--- config.mk ---
export PLATFORM = sky130hd
export DESIGN_NAME = running_mean_filter_unit
export DESIGN_NICKNAME = d
export VERILOG_FILES = /design/src/rtl/rmf_pkg.sv /design/src/rtl/rmf_ram.sv /design/src/rtl/rmf_alu.sv /design/src/rtl/running_mean_filter_unit.sv
export VERILOG_INCLUDE_DIRS = /design/src /design/src/rtl
export SDC_FILE = /design/constraint.sdc
export NUM_CORES = 1
export LEC_CHECK = 0
export ABC_AREA = 1
export BUFFER_PORTS_ARGS = -buffer_cell sky130_fd_sc_hd__buf_2
export CORE_UTILIZATION = 25
export DETAILED_ROUTE_END_ITERATION = 10
export MAX_ROUTING_LAYER = met4
export PLACE_DENSITY_LB_ADDON = 0.2
export SLEW_MARGIN = 20
export SYNTH_ARGS = -nofsm -noshare
export SYNTH_HDL_FRONTEND = slang
export SYNTH_SLANG_ARGS = --single-unit
--- constraint.sdc ---
create_clock -name clk_i -period 7.3 [get_ports clk_i]
set_input_delay 1.095 -clock clk_i [delete_from_list [all_inputs] [get_ports clk_i]]
set_output_delay 1.095 -clock clk_i [all_outputs]
set_load 0.05 [all_outputs]
--- src/rtl/running_mean_filter_unit_defines.svh ---
// assertion macros shared by the running mean filter rtl
`ifndef RUNNING_MEAN_FILTER_UNIT_DEFINES_SVH
`define RUNNING_MEAN_FILTER_UNIT_DEFINES_SVH

// property checked on every rising clock edge outside reset
`define RMF_ASSERT(lbl, prop, msg) \
  lbl: assert property (@(posedge clk_i) disable iff (!rst_ni) (prop)) else $error(msg);

// condition that must hold in the cycle after a trigger
`define RMF_ASSERT_NEXT(lbl, pre, post, msg) \
  lbl: assert property (@(posedge clk_i) disable iff (!rst_ni) (pre) |=> (post)) \
    else $error(msg);

`endif

--- src/rtl/rmf_pkg.sv ---
// types and constants shared by the running mean filter modules
`timescale 1ns / 1ps
`default_nettype none

package rmf_pkg;

  localparam int unsigned SAMPLE_W = 12;
  localparam int unsigned AVG_W    = 20;
  localparam int unsigned FILL_W   = 4;
  localparam int unsigned FRAC_W   = 8;

  typedef struct packed {
    logic                action;
    logic [SAMPLE_W-1:0] sample;
  } rmf_in_t;

  typedef struct packed {
    logic [AVG_W-1:0]  average_q8;
    logic [FILL_W-1:0] fill_count;
  } rmf_out_t;

  typedef enum logic {
    ALU_ADD = 1'b0,
    ALU_SUB = 1'b1
  } rmf_alu_op_e;

endpackage

`default_nettype wire

--- src/rtl/rmf_ram.sv ---
// generic single write port ram with registered read
`timescale 1ns / 1ps
`default_nettype none

module rmf_ram #(
  parameter int unsigned DATA_W = 12,
  parameter int unsigned DEPTH  = 10
) (
  input  logic                     clk_i,
  input  logic                     we_i,
  input  logic [$clog2(DEPTH)-1:0] waddr_i,
  input  logic [DATA_W-1:0]        wdata_i,
  input  logic [$clog2(DEPTH)-1:0] raddr_i,
  output logic [DATA_W-1:0]        rdata_o
);

  logic [DATA_W-1:0] mem_q [DEPTH];
  logic [DATA_W-1:0] rdata_q;

  always_ff @(posedge clk_i) begin
    if (we_i) begin
      mem_q[waddr_i] <= wdata_i;
    end
    rdata_q <= mem_q[raddr_i];
  end

  assign rdata_o = rdata_q;

endmodule

`default_nettype wire

--- src/rtl/rmf_alu.sv ---
// shared add / subtract unit with borrow out
`timescale 1ns / 1ps
`default_nettype none

module rmf_alu #(
  parameter int unsigned WIDTH = 16
) (
  input  rmf_pkg::rmf_alu_op_e op_i,
  input  logic [WIDTH-1:0]     a_i,
  input  logic [WIDTH-1:0]     b_i,
  output logic [WIDTH-1:0]     y_o,
  output logic                 borrow_o
);

  logic [WIDTH:0] res;

  always_comb begin
    unique case (op_i)
      rmf_pkg::ALU_ADD: res = {1'b0, a_i} + {1'b0, b_i};
      rmf_pkg::ALU_SUB: res = {1'b0, a_i} - {1'b0, b_i};
      default:          res = '0;
    endcase
  end

  assign y_o      = res[WIDTH-1:0];
  // only meaningful for a subtract
  assign borrow_o = (op_i == rmf_pkg::ALU_SUB) && res[WIDTH];

endmodule

`default_nettype wire

--- src/rtl/running_mean_filter_unit.sv ---
// running mean filter top level: sequencer, history ram and shared add/subtract unit
`timescale 1ns / 1ps
`default_nettype none
`include "running_mean_filter_unit_defines.svh"

// Moving average over the last WINDOW 12-bit samples. A filter item (action 0)
// swaps the oldest history entry for the new sample in the running sum; a prime
// item (action 1) writes the value into every entry. Each item returns the mean
// with 8 fraction bits (truncated) and the number of samples in the window.
// The running sum and the divide run through one shared add/subtract unit. The
// restoring divide by the fill count produces one quotient bit per cycle over
// SUM_W + 8 bits, where SUM_W = clog2(WINDOW*4095 + 1); priming writes every
// history entry in turn through the single ram write port.
// Input stall is high while an item is in progress; a finished result sits in
// an output register, so the next item is taken while it waits.
module running_mean_filter_unit #(
  parameter int unsigned WINDOW = 10
) (
  input  logic              clk_i,
  input  logic              rst_ni,
  input  logic              in_valid_i,
  output logic              in_stall_o,
  input  rmf_pkg::rmf_in_t  in_data_i,
  output logic              out_valid_o,
  input  logic              out_stall_i,
  output rmf_pkg::rmf_out_t out_data_o
);

  localparam int unsigned SampleW = rmf_pkg::SAMPLE_W;
  localparam int unsigned FracW   = rmf_pkg::FRAC_W;
  localparam int unsigned AvgW    = rmf_pkg::AVG_W;
  localparam int unsigned FillW   = rmf_pkg::FILL_W;
  localparam int unsigned SumMax  = WINDOW * ((1 << SampleW) - 1);
  localparam int unsigned SumW    = $clog2(SumMax + 1);
  localparam int unsigned CntW    = $clog2(WINDOW + 1);
  localparam int unsigned IdxW    = $clog2(WINDOW);
  localparam int unsigned QuoW    = SumW + FracW;
  localparam int unsigned StepW   = $clog2(QuoW);

  localparam logic [IdxW-1:0]  LastIdx  = IdxW'(WINDOW - 1);
  localparam logic [CntW-1:0]  FullCnt  = CntW'(WINDOW);
  localparam logic [StepW-1:0] LastStep = StepW'(QuoW - 1);
  localparam logic [SumW-1:0]  SumLimit = SumW'(SumMax);

  typedef enum logic [5:0] {
    ST_IDLE  = 6'b000001,
    ST_SUB   = 6'b000010,
    ST_ADD   = 6'b000100,
    ST_PRIME = 6'b001000,
    ST_DIV   = 6'b010000,
    ST_FIN   = 6'b100000
  } rmf_state_e;

  rmf_state_e          state_q, state_d;
  logic [SampleW-1:0]  sample_q, sample_d;
  logic [SumW-1:0]     sum_q, sum_d;
  logic [IdxW-1:0]     idx_q, idx_d;
  logic [CntW-1:0]     cnt_q, cnt_d;
  logic [WINDOW-1:0]   valid_q, valid_d;
  logic [QuoW-1:0]     quo_q, quo_d;
  logic [CntW-1:0]     rem_q, rem_d;
  logic [StepW-1:0]    step_q, step_d;
  logic                out_valid_q, out_valid_d;
  rmf_pkg::rmf_out_t   out_q, out_d;

  logic                 ram_we;
  logic [SampleW-1:0]   ram_rdata;
  logic [SampleW-1:0]   old_val;
  logic [CntW:0]        trial;
  logic                 out_free;
  rmf_pkg::rmf_alu_op_e alu_op;
  logic [SumW-1:0]      alu_a, alu_b, alu_y;
  logic                 alu_borrow;

  rmf_ram #(
    .DATA_W (SampleW),
    .DEPTH  (WINDOW)
  ) u_hist (
    .clk_i   (clk_i),
    .we_i    (ram_we),
    .waddr_i (idx_q),
    .wdata_i (sample_q),
    .raddr_i (idx_q),
    .rdata_o (ram_rdata)
  );

  rmf_alu #(
    .WIDTH (SumW)
  ) u_alu (
    .op_i     (alu_op),
    .a_i      (alu_a),
    .b_i      (alu_b),
    .y_o      (alu_y),
    .borrow_o (alu_borrow)
  );

  // entries never written since reset count as zero
  assign old_val  = valid_q[idx_q] ? ram_rdata : '0;
  assign trial    = {rem_q, quo_q[QuoW-1]};
  assign out_free = !out_valid_q || !out_stall_i;

  assign in_stall_o  = (state_q != ST_IDLE);
  assign out_valid_o = out_valid_q;
  assign out_data_o  = out_q;

  always_comb begin
    state_d     = state_q;
    sample_d    = sample_q;
    sum_d       = sum_q;
    idx_d       = idx_q;
    cnt_d       = cnt_q;
    valid_d     = valid_q;
    quo_d       = quo_q;
    rem_d       = rem_q;
    step_d      = step_q;
    out_valid_d = out_valid_q;
    out_d       = out_q;
    ram_we      = 1'b0;
    alu_op      = rmf_pkg::ALU_ADD;
    alu_a       = sum_q;
    alu_b       = SumW'(sample_q);

    if (out_valid_q && !out_stall_i) begin
      out_valid_d = 1'b0;
    end

    unique case (state_q)
      ST_IDLE: begin
        // ram read of the oldest entry is issued at the transfer edge
        if (in_valid_i) begin
          sample_d = in_data_i.sample;
          if (in_data_i.action) begin
            idx_d   = '0;
            sum_d   = '0;
            state_d = ST_PRIME;
          end else begin
            state_d = ST_SUB;
          end
        end
      end
      ST_SUB: begin
        alu_op         = rmf_pkg::ALU_SUB;
        alu_b          = SumW'(old_val);
        sum_d          = alu_y;
        ram_we         = 1'b1;
        valid_d[idx_q] = 1'b1;
        state_d        = ST_ADD;
      end
      ST_ADD: begin
        sum_d   = alu_y;
        idx_d   = (idx_q == LastIdx) ? '0 : idx_q + 1'b1;
        cnt_d   = (cnt_q < FullCnt) ? cnt_q + 1'b1 : cnt_q;
        quo_d   = {alu_y, {FracW{1'b0}}};
        rem_d   = '0;
        step_d  = '0;
        state_d = ST_DIV;
      end
      ST_PRIME: begin
        // one entry per cycle, sum built up by repeated add
        ram_we         = 1'b1;
        valid_d[idx_q] = 1'b1;
        sum_d          = alu_y;
        if (idx_q == LastIdx) begin
          idx_d   = '0;
          cnt_d   = FullCnt;
          quo_d   = {alu_y, {FracW{1'b0}}};
          rem_d   = '0;
          step_d  = '0;
          state_d = ST_DIV;
        end else begin
          idx_d = idx_q + 1'b1;
        end
      end
      ST_DIV: begin
        // restoring divide, one quotient bit per cycle
        alu_op = rmf_pkg::ALU_SUB;
        alu_a  = SumW'(trial);
        alu_b  = SumW'(cnt_q);
        rem_d  = alu_borrow ? trial[CntW-1:0] : alu_y[CntW-1:0];
        quo_d  = {quo_q[QuoW-2:0], !alu_borrow};
        step_d = step_q + 1'b1;
        if (step_q == LastStep) begin
          state_d = ST_FIN;
        end
      end
      ST_FIN: begin
        if (out_free) begin
          out_valid_d      = 1'b1;
          out_d.average_q8 = quo_q[AvgW-1:0];
          out_d.fill_count = FillW'(cnt_q);
          state_d          = ST_IDLE;
        end
      end
      default: begin
        state_d = ST_IDLE;
      end
    endcase
  end

  always_ff @(posedge clk_i or negedge rst_ni) begin
    if (!rst_ni) begin
      state_q     <= ST_IDLE;
      sum_q       <= '0;
      idx_q       <= '0;
      cnt_q       <= '0;
      valid_q     <= '0;
      step_q      <= '0;
      out_valid_q <= 1'b0;
    end else begin
      state_q     <= state_d;
      sum_q       <= sum_d;
      idx_q       <= idx_d;
      cnt_q       <= cnt_d;
      valid_q     <= valid_d;
      step_q      <= step_d;
      out_valid_q <= out_valid_d;
    end
  end

  always_ff @(posedge clk_i) begin
    sample_q <= sample_d;
    quo_q    <= quo_d;
    rem_q    <= rem_d;
    out_q    <= out_d;
  end

  `RMF_ASSERT(a_idx_range, idx_q <= LastIdx, "ring index beyond window")
  `RMF_ASSERT(a_sum_range, sum_q <= SumLimit, "running sum above window maximum")
  `RMF_ASSERT(a_cnt_nonzero, out_valid_q |-> (cnt_q != '0), "result with empty window")
  `RMF_ASSERT_NEXT(a_busy_after_xfer, in_valid_i && !in_stall_o, in_stall_o, "not busy after transfer")

endmodule

`default_nettype wire

==> impl_metrics.tcl, run 1 <==
set metrics [dict create \
    worstPathMaxFanout 24 \
    finClkSkew_ps 15.3 \
    syn_inst 940 \
    cts_setup_buffers 0 \
    initial_core_util_pct 25.4 \
    coreArea_mm2 0.0410 \
    setup_tns_ps 0 \
    globalRouteOverflowTotal 0 \
    worstPathCellList "inv_2 > nand2_1 > nand2_1 > nand2_1 > nand2_1 > nand2_1 > nand3_2 > nand2_1 > a21oi_2 > inv_1 > ha_1 > o21ai_0 > inv_1 > fa_1 > o21ai_0 > a21boi_0 > nor2_1 > o2bb2ai_1 > or2_2 > nand3_1 > nand2_1" \
    fin_ws_ps 2260 \
    drc_errors 8 \
    synth_edf_count 184 \
    gp_congestion 0.828 \
    die_area_mm2 0.0426 \
    placed_area_mm2 0.0113 \
    ioPinCount 43 \
    ant_nets 0 \
    crit_arrival_ps 5350 \
    avgViaCountPerCell 4.41 \
    cts_resized 0 \
    cts_max_level 1 \
    maxCapViolations 0 \
    cp.required_ps 7600 \
    yosysSeqAreaShare_pct 66.3 \
    grt_max_degree 55 \
    crit_top_cell "nand2_1" \
    maxSlewHeadroom_pct 33.9 \
    violations "design-rule violations" \
    path_class "flip-flop to flip-flop" \
    placementRows 74 \
    place_ws_ps 2220 \
    slew_violations 0 \
    grt.total_usage_pct 12.8 \
    critPathLaunchType "flip-flop" \
    mostFrequentLayoutCells "184 x edfxtp_1, 148 x nand2_1, 105 x inv_1" \
    final_common_cell "edfxtp_1" \
    clkTransAtPathRegs_ps 60 \
    setup_violations 0 \
    clockBufferDepth 3 \
    synth.net_count 977 \
    areaGrowthSynthToFinish_pct 16.7 \
    fillCellCount 4266 \
    ys_types 44 \
    critPathSlowestCell "dfrtp_1" \
    status "complete, but fails checks" \
    netlist_area_mm2 0.0104 \
    path_buf_inv 3 \
    max_freq_mhz 198 \
    hpwl_um 16600 \
    synthArstFlopShare_pct 19.0 \
    die_x_um 206 \
    hold_class "flip-flop to flip-flop" \
    clockRootBuffer "clkbuf_16" \
    wirelength_um 25700 \
    dr.pass1.iters 8 \
    finalCritPeriodShare_pct 69.1 \
    power_density_mw_per_mm2 414 \
    dp.cells 1497 \
    fin_crit_ps 5040 \
    diodes 0 \
    wl_per_cell_um 16.6 \
    max-vdd-ir-drop_v 0.000229 \
    avgSynthCellArea_um2 11.1 \
    drive_gt1_share_pct 13.7 \
    cts_buffers 27 \
    via_count 6819 \
    clock-sinks 242 \
    grt_pass1_vias 6867 \
    design_area_mm2 0.0122 \
    clock_latency_ps 560 \
    nets 1031 \
    rsz0062_at_grt "false" \
    final_cells 1547 \
    ys.flop_type "edfxtp_1" \
    die_height_um 206 \
    p_leak_nw 4.80 \
    tightest_slew_ps 986 \
    power_mw 5.05 \
    cts_tree "done" \
    timing_hold_violations_final 0 \
    synth-seq-cells 242 \
    crit_path_end_kind "flip-flop" \
    drt-initial-drc-count 432 \
    cts_hold_buf 0 \
    ys_warn_count 0 \
    crit_family "simple AND/OR/NAND/NOR gates" \
    grt_pass1_wl_um 40300 \
    antenna_found_initial 0 \
    cpPeakStageDelay_ps 960 \
    port_buffers 42 \
]
## kinds of logic (layout without fill, tap and decap cells)
kind of cell,Yosys count,in the layout,synth area share [%]
compound gates,181,181,10.7
xor+xnor,13,13,1.09
fa+ha+maj,20,20,2.47
simple gates,344,344,14.3
buf+inv,140,215,5.14
flops,242,242,66.3
## worst reg2reg max path: cells and delay by family (launching register included)
family                   cells  cell delay (ps)
AO/OA/AOI/OAI                5             1150
flip-flops                   1              960
AND/OR/NAND/NOR             11             1470
adder cells (fa/ha/maj)      2              640
buffers and inverters        3              590
## flip-flops by register name (all words and copies together), names as in the netlist, 5 cells and up
| signal | count |
|---|---|
| u_hist.rdata_o | 12 |
| sample_q | 12 |
| out_data_o | 24 |
| sum_q | 16 |
| quo_q | 24 |
| valid_q | 10 |
| state_q | 6 |
| step_q | 5 |
| u_hist.mem_q | 120 |
## metal layers
layer  share of wire, %  global-route usage, %  vias to the layer above  routed length (um)
li1                   -                      -                     3382                   -
met5                  0                      -                        -                   0
met3                4.1                   2.08                       41                1060
met2                 47                   20.1                      129               12000
met1                 47                   17.2                     3267               12100
met4                1.9                   2.97                        0                 497
## cell type report
type	count	area (um^2)	area share [%]
Clock buffer	30	687	5.64
Clock inverter	20	186	1.53
Inverter	113	424	3.48
Multi-Input combinational cell	558	3010	24.7
Sequential cell	242	6920	56.8
Tap cell	532	666	5.47
Timing Repair Buffer	52	285	2.34
## worst paths after layout
path	cells after the start	start	slack, ps	endpoint
max	21	idx_q[0]	2260	quo_q[18]
min	0	quo_q[3]	440	out_data_o[7]
max reg2reg	21	idx_q[0]	2260	quo_q[18]
min reg2reg	0	quo_q[3]	440	out_data_o[7]
max in group asynchronous	2	rst_ni	6170	cnt_q[3]
min in group asynchronous	2	rst_ni	670	out_valid_o
## Yosys cell counts (2+ instances only)
library cell  instances  area [um^2]
xor2_1                7         61.3
a31oi_1               2         12.5
nand3_1              29          145
a211oi_1              2         15.0
a21o_1                2         15.0
o22ai_1               8         50.1
buf_4                 3         22.5
ha_1                 19          238
nand4_1              11         68.8
o211ai_1              2         15.0
a22oi_1              48          360
or3_1                12         75.1
o31ai_1               2         15.0
or2_2                11         68.8
buf_1                 4         15.0
nor2_1              103          387
inv_1               105          394
nand2_1             148          556
a21oi_2              11         96.3
inv_2                 7         26.3
clkbuf_1             20         75.1
o21ai_0              41          205
xnor2_1               6         52.6
edfxtp_1            184         5530
nor2_2                4         25.0
o21ai_1               7         35.0
nor3_1               17         85.1
a21oi_1              49          245
dfrtp_1              45         1130
nand3b_1              4         30.0
dfxtp_1              12          240
o32ai_1               2         17.5
o21bai_1              2         15.0
## where the power goes
| group | internal [mW] | total [mW] | switching [mW] |
|---|---|---|---|
| combinational | 0.542 | 1.70 | 1.16 |
| sequential | 1.85 | 2.00 | 0.157 |
| clock | 0.786 | 1.34 | 0.558 |
## stage by stage
stage | utilization (%) | hold slack, ps
4_1_cts | 29.7 | 444
6_report | 29.7 | 442
5_1_grt | 29.7 | 469
2_1_floorplan | - | 426
3_3_place_gp | 27.6 | 437
3_5_place_dp | 27.6 | 434
Power figures use the tool's default switching activity.
==> run 2, diff against run 1 <==
clock period = 5.06 ns   (was 7.3 ns; I/O delays follow)
==> impl_metrics.tcl, run 2 (synthesis results as in run 1) <==
set metrics [dict create \
    worstPathMaxFanout 19 \
    p_leak_nw 4.79 \
    finalCritPeriodShare_pct 87.1 \
    reg2reg_slack_ps 650 \
    top_register "u_hist.mem_q" \
    finClkSkew_ps 45.8 \
    setup_tns_ps 0 \
    grt.total_usage_pct 12.8 \
    areaGrowthSynthToFinish_pct 16.6 \
    dr.pass1.iters 8 \
    max_freq_mhz 227 \
    fin_util_pct 29.7 \
    fillCellCount 4283 \
    hpwl_um 16700 \
    power.internal_mw 4.56 \
    violations "design-rule violations" \
    grt_max_degree 52 \
    reg2reg_from "state_q[4]" \
    clockBufferDepth 3 \
    combPwrFrac_pct 34.0 \
    coreArea_mm2 0.0410 \
    die_height_um 206 \
    rr_endpoint "quo_q[23]" \
    hold_class "input pin to asynchronous set/reset pin" \
    wl_per_cell_um 16.8 \
    cts_buffers 26 \
    slew_violations 0 \
    fin_crit_ps 4410 \
    nets 1034 \
    via_count 6816 \
    power_switching_mw 2.67 \
    clock-sinks 242 \
    drt-initial-drc-count 524 \
    max-vdd-ir-drop_v 0.000301 \
    avgViaCountPerCell 4.40 \
    power_frac_seq_pct 39.9 \
    die_x_um 206 \
    crit_path_end_kind "flip-flop" \
    cts_max_level 1 \
    gp_congestion 0.798 \
    maxCapViolations 0 \
    cts_resized 0 \
    ant_nets 0 \
    mostFrequentLayoutCells "184 x edfxtp_1, 148 x nand2_1, 105 x inv_1" \
    cts_setup_buffers 0 \
    placementRows 74 \
    antenna_found_initial 0 \
    cts_hold_buf 0 \
    clock_latency_ps 570 \
    initial_core_util_pct 25.4 \
    setup_violations 0 \
    wirelength_um 26000 \
    grt_pass1_vias 6805 \
    drive_gt1_share_pct 13.3 \
    die_area_mm2 0.0426 \
    ioPinCount 43 \
    grt_pass1_wl_um 40200 \
    globalRouteOverflowTotal 0 \
    port_buffers 42 \
    drc_errors 7 \
    timing_hold_violations_final 0 \
    cts_tree "done" \
    maxSlewHeadroom_pct 31.4 \
    clkTransAtPathRegs_ps 60 \
    largest_reg_flops 120 \
    crit_arrival_ps 4690 \
    switching_share_pct 37.0 \
    diodes 0 \
    path_class "flip-flop to flip-flop" \
    worst-r2r-cell-count 21 \
    rsz0062_at_grt "false" \
    power_density_mw_per_mm2 594 \
    clockRootBuffer "clkbuf_16" \
    cp.required_ps 5340 \
    power_mw 7.23 \
    critPathLaunchType "flip-flop" \
    tightest_slew_ps 1020 \
    final_common_cell "edfxtp_1" \
    clkPwrFrac_pct 26.0 \
    status "complete, but fails checks" \
]
==> run 2: worst max-delay path by stage <==
| stage | start | end | slack [ps] |
|---|---|---|---|
| 2_1_floorplan | state_q[5] | quo_q[18] | 1320 |
| 6_report | state_q[4] | quo_q[23] | 650 |
| 4_1_cts | state_q[4] | quo_q[23] | 640 |
| 3_3_place_gp | state_q[4] | quo_q[23] | 740 |
| 3_5_place_dp | state_q[4] | quo_q[23] | 650 |
| 5_1_grt | state_q[4] | rem_q[0] | 290 |
==> run 2: worst max-delay path, stage by stage (launching register included) <==
cell and delay, ps:
dfrtp_1 400, nor2_1 300, nand4_2 200, nand2_2 290, inv_2 200, nand2_1 100, nand2_1 70, a21oi_2 150
ha_1 190, nand2_1 70, nor2_2 130, nor2_1 70, xor2_1 150, inv_1 60, ha_1 330, a21o_1 200
a21oi_1 270, o21ai_0 200, a21oi_1 450, o211ai_1 170, nand3_1 100, nand2_1 50
==> run 2: power groups by stage <==
stage          Clock [mW]  Combinational, mW  Sequential, mW
6_report             1.88               2.46            2.89
5_1_grt              2.02               2.80            2.94
4_1_cts              1.95               2.49            2.90
3_5_place_dp            0               2.48            2.93
3_3_place_gp            0               2.48            2.92
2_1_floorplan           0               1.77            2.86
==> run 2: layout make-up <==
class | instances | area [um^2] | share of cell area [%]
Multi-Input combinational cell | 558 | 3010 | 24.7
Tap cell | 532 | 666 | 5.47
Sequential cell | 242 | 6920 | 56.9
Timing Repair Buffer | 56 | 315 | 2.59
Inverter | 113 | 424 | 3.49
Clock inverter | 14 | 159 | 1.31
Clock buffer | 33 | 677 | 5.56
==> run 2: stage by stage <==
step | cells | hold WS [ps] | setup slack, ps | area [um^2]
floorplan | 940 | 426 | 1320 | 10400
global placement | 1501 | 437 | 740 | 11300
detailed placement | 1501 | 434 | 654 | 11300
CTS | 1548 | 315 | 636 | 12200
global route | 1548 | 343 | 288 | 12200
finish | 1548 | 315 | 652 | 12200
==> run 2: metal layers <==
layer,wire length (um),GRT usage (%),vias to the layer above
li1,-,-,3388
met1,12600,17.4,3261
met2,11900,20.0,128
met3,1010,1.92,39
met4,533,3.52,0
met5,0,-,-
==> run 3, diff against run 2 <==
CELL_PAD_IN_SITES_DETAIL_PLACEMENT = 0   (was not set)
CELL_PAD_IN_SITES_GLOBAL_PLACEMENT = 1   (was not set)
==> impl_metrics.tcl, run 3 (synthesis results as in run 1) <==
set metrics [dict create \
    status "complete, but fails checks" \
    violations "design-rule violations" \
    clock_latency_ps 560 \
    clock-sinks 242 \
    final_common_cell "edfxtp_1" \
    die_area_mm2 0.0426 \
    finalCritPeriodShare_pct 88.8 \
    gp_congestion 0.785 \
    timing_hold_violations_final 0 \
    cts_hold_buf 0 \
    cts_buffers 27 \
    via_count 6829 \
    tightest_slew_ps 1080 \
    maxSlewHeadroom_pct 28.1 \
    maxCapViolations 0 \
    critPathLaunchType "flip-flop" \
    cts_setup_buffers 0 \
    antenna_found_initial 0 \
    max_freq_mhz 223 \
    initial_core_util_pct 25.4 \
    avgViaCountPerCell 4.40 \
    final_cells 1551 \
    hold_class "input pin to asynchronous set/reset pin" \
    ioPinCount 43 \
    wl_per_cell_um 17.1 \
    fillCellCount 4226 \
    dp.cells 1500 \
    grt_max_degree 52 \
    wirelength_um 26600 \
    cts_tree "done" \
    areaGrowthSynthToFinish_pct 17.9 \
    drc_errors 16 \
    power_mw 7.50 \
    crit_arrival_ps 4800 \
    hpwl_um 17200 \
    ant_nets 0 \
    cp-startpoint "state_q[4]" \
    drive_gt1_share_pct 14.4 \
    grt_pass1_vias 6839 \
    cts_resized 0 \
    p_leak_nw 4.87 \
    die_height_um 206 \
    drt-initial-drc-count 423 \
    busiest_layer "met2" \
    met1_usage_pct 18.1 \
    power_density_mw_per_mm2 610 \
    grtUsageMet2_pct 20.3 \
    clockBufferDepth 3 \
    clkTransAtPathRegs_ps 60 \
    slew_violations 0 \
    grt.total_usage_pct 13.2 \
    nets 1034 \
    cp.required_ps 5360 \
    setup_violations 0 \
    worstPathMaxFanout 19 \
    fin_crit_ps 4490 \
    setup_tns_ps 0 \
    top_register "u_hist.mem_q" \
    die_x_um 206 \
    grt_pass1_wl_um 41100 \
    cts_max_level 1 \
    crit_path_end_kind "flip-flop" \
    max-vdd-ir-drop_v 0.000284 \
    rsz0062_at_grt "false" \
    coreArea_mm2 0.0410 \
    use_met3_pct 2.07 \
    finClkSkew_ps 10.9 \
    dr.pass1.iters 8 \
    port_buffers 42 \
    mostFrequentLayoutCells "184 x edfxtp_1, 148 x nand2_1, 105 x inv_1" \
    placementRows 74 \
    clockRootBuffer "clkbuf_16" \
    reg2reg_from "state_q[4]" \
    largest_reg_flops 120 \
    path_class "flip-flop to flip-flop" \
    globalRouteOverflowTotal 0 \
]
## run 3: per-stage QoR
| stage | utilization, % | area (um^2) | setup slack, ps | hold slack, ps |
|---|---|---|---|---|
| final | 30.0 | 12300 | 567 | 327 |
| after global routing | 30.0 | 12300 | 61.4 | 347 |
| after CTS | 30.0 | 12300 | 538 | 342 |
| after detailed placement | 27.6 | 11300 | 562 | 439 |
| after global placement | 27.6 | 11300 | 655 | 436 |
| after floorplan | - | 10400 | 1320 | 426 |
## run 3: area by class of cell
type | instances | area, um^2 | area share [%]
inverter | 113 | 424 | 3.45
clock buffer | 39 | 781 | 6.35
clock inverter | 11 | 195 | 1.59
antenna | 1 | 2.50 | 0.0203
tap | 532 | 666 | 5.41
multi-input combinational | 558 | 3010 | 24.4
sequential | 242 | 6920 | 56.2
timing repair buffer | 55 | 308 | 2.50
## run 3: critical path, stage by stage (launching register included)
cell	delay, ps
dfrtp_1	400
nor2_1	290
nand4_2	170
nand2_2	290
inv_2	220
nand2_1	110
nand2_1	70
a21oi_2	150
ha_1	200
nand2_1	70
nor2_2	160
nor2_1	70
xor2_1	140
inv_1	60
ha_1	320
a21o_1	190
a21oi_1	260
o21ai_0	210
a21oi_1	500
o211ai_1	180
nand3_1	110
nand2_1	60
## run 3: path summary, 6_finish.rpt
check                                  to  slack [ps]  cells past startpoint
min                             sum_q[10]         330                      2
min reg2reg                out_data_o[10]         450                      0
max                             quo_q[21]         570                     21
max in group asynchronous      valid_q[1]        4260                      2
max reg2reg                     quo_q[21]         570                     21
min in group clk_i            sample_q[7]         370                      1
## run 3: layer usage
metal / vias to the layer above / share of wire, %
li1: 3383 / -
met1: 3300 / 50
met2: 110 / 45
met3: 36 / 3.4
met4: 0 / 1.9
met5: - / 0
## run 3: where the power goes
| group | switching (mW) | internal, mW |
|---|---|---|
| Sequential | 0.222 | 2.67 |
| Combinational | 1.68 | 0.787 |
| Clock | 0.818 | 1.33 |
| Total | 2.72 | 4.78 |
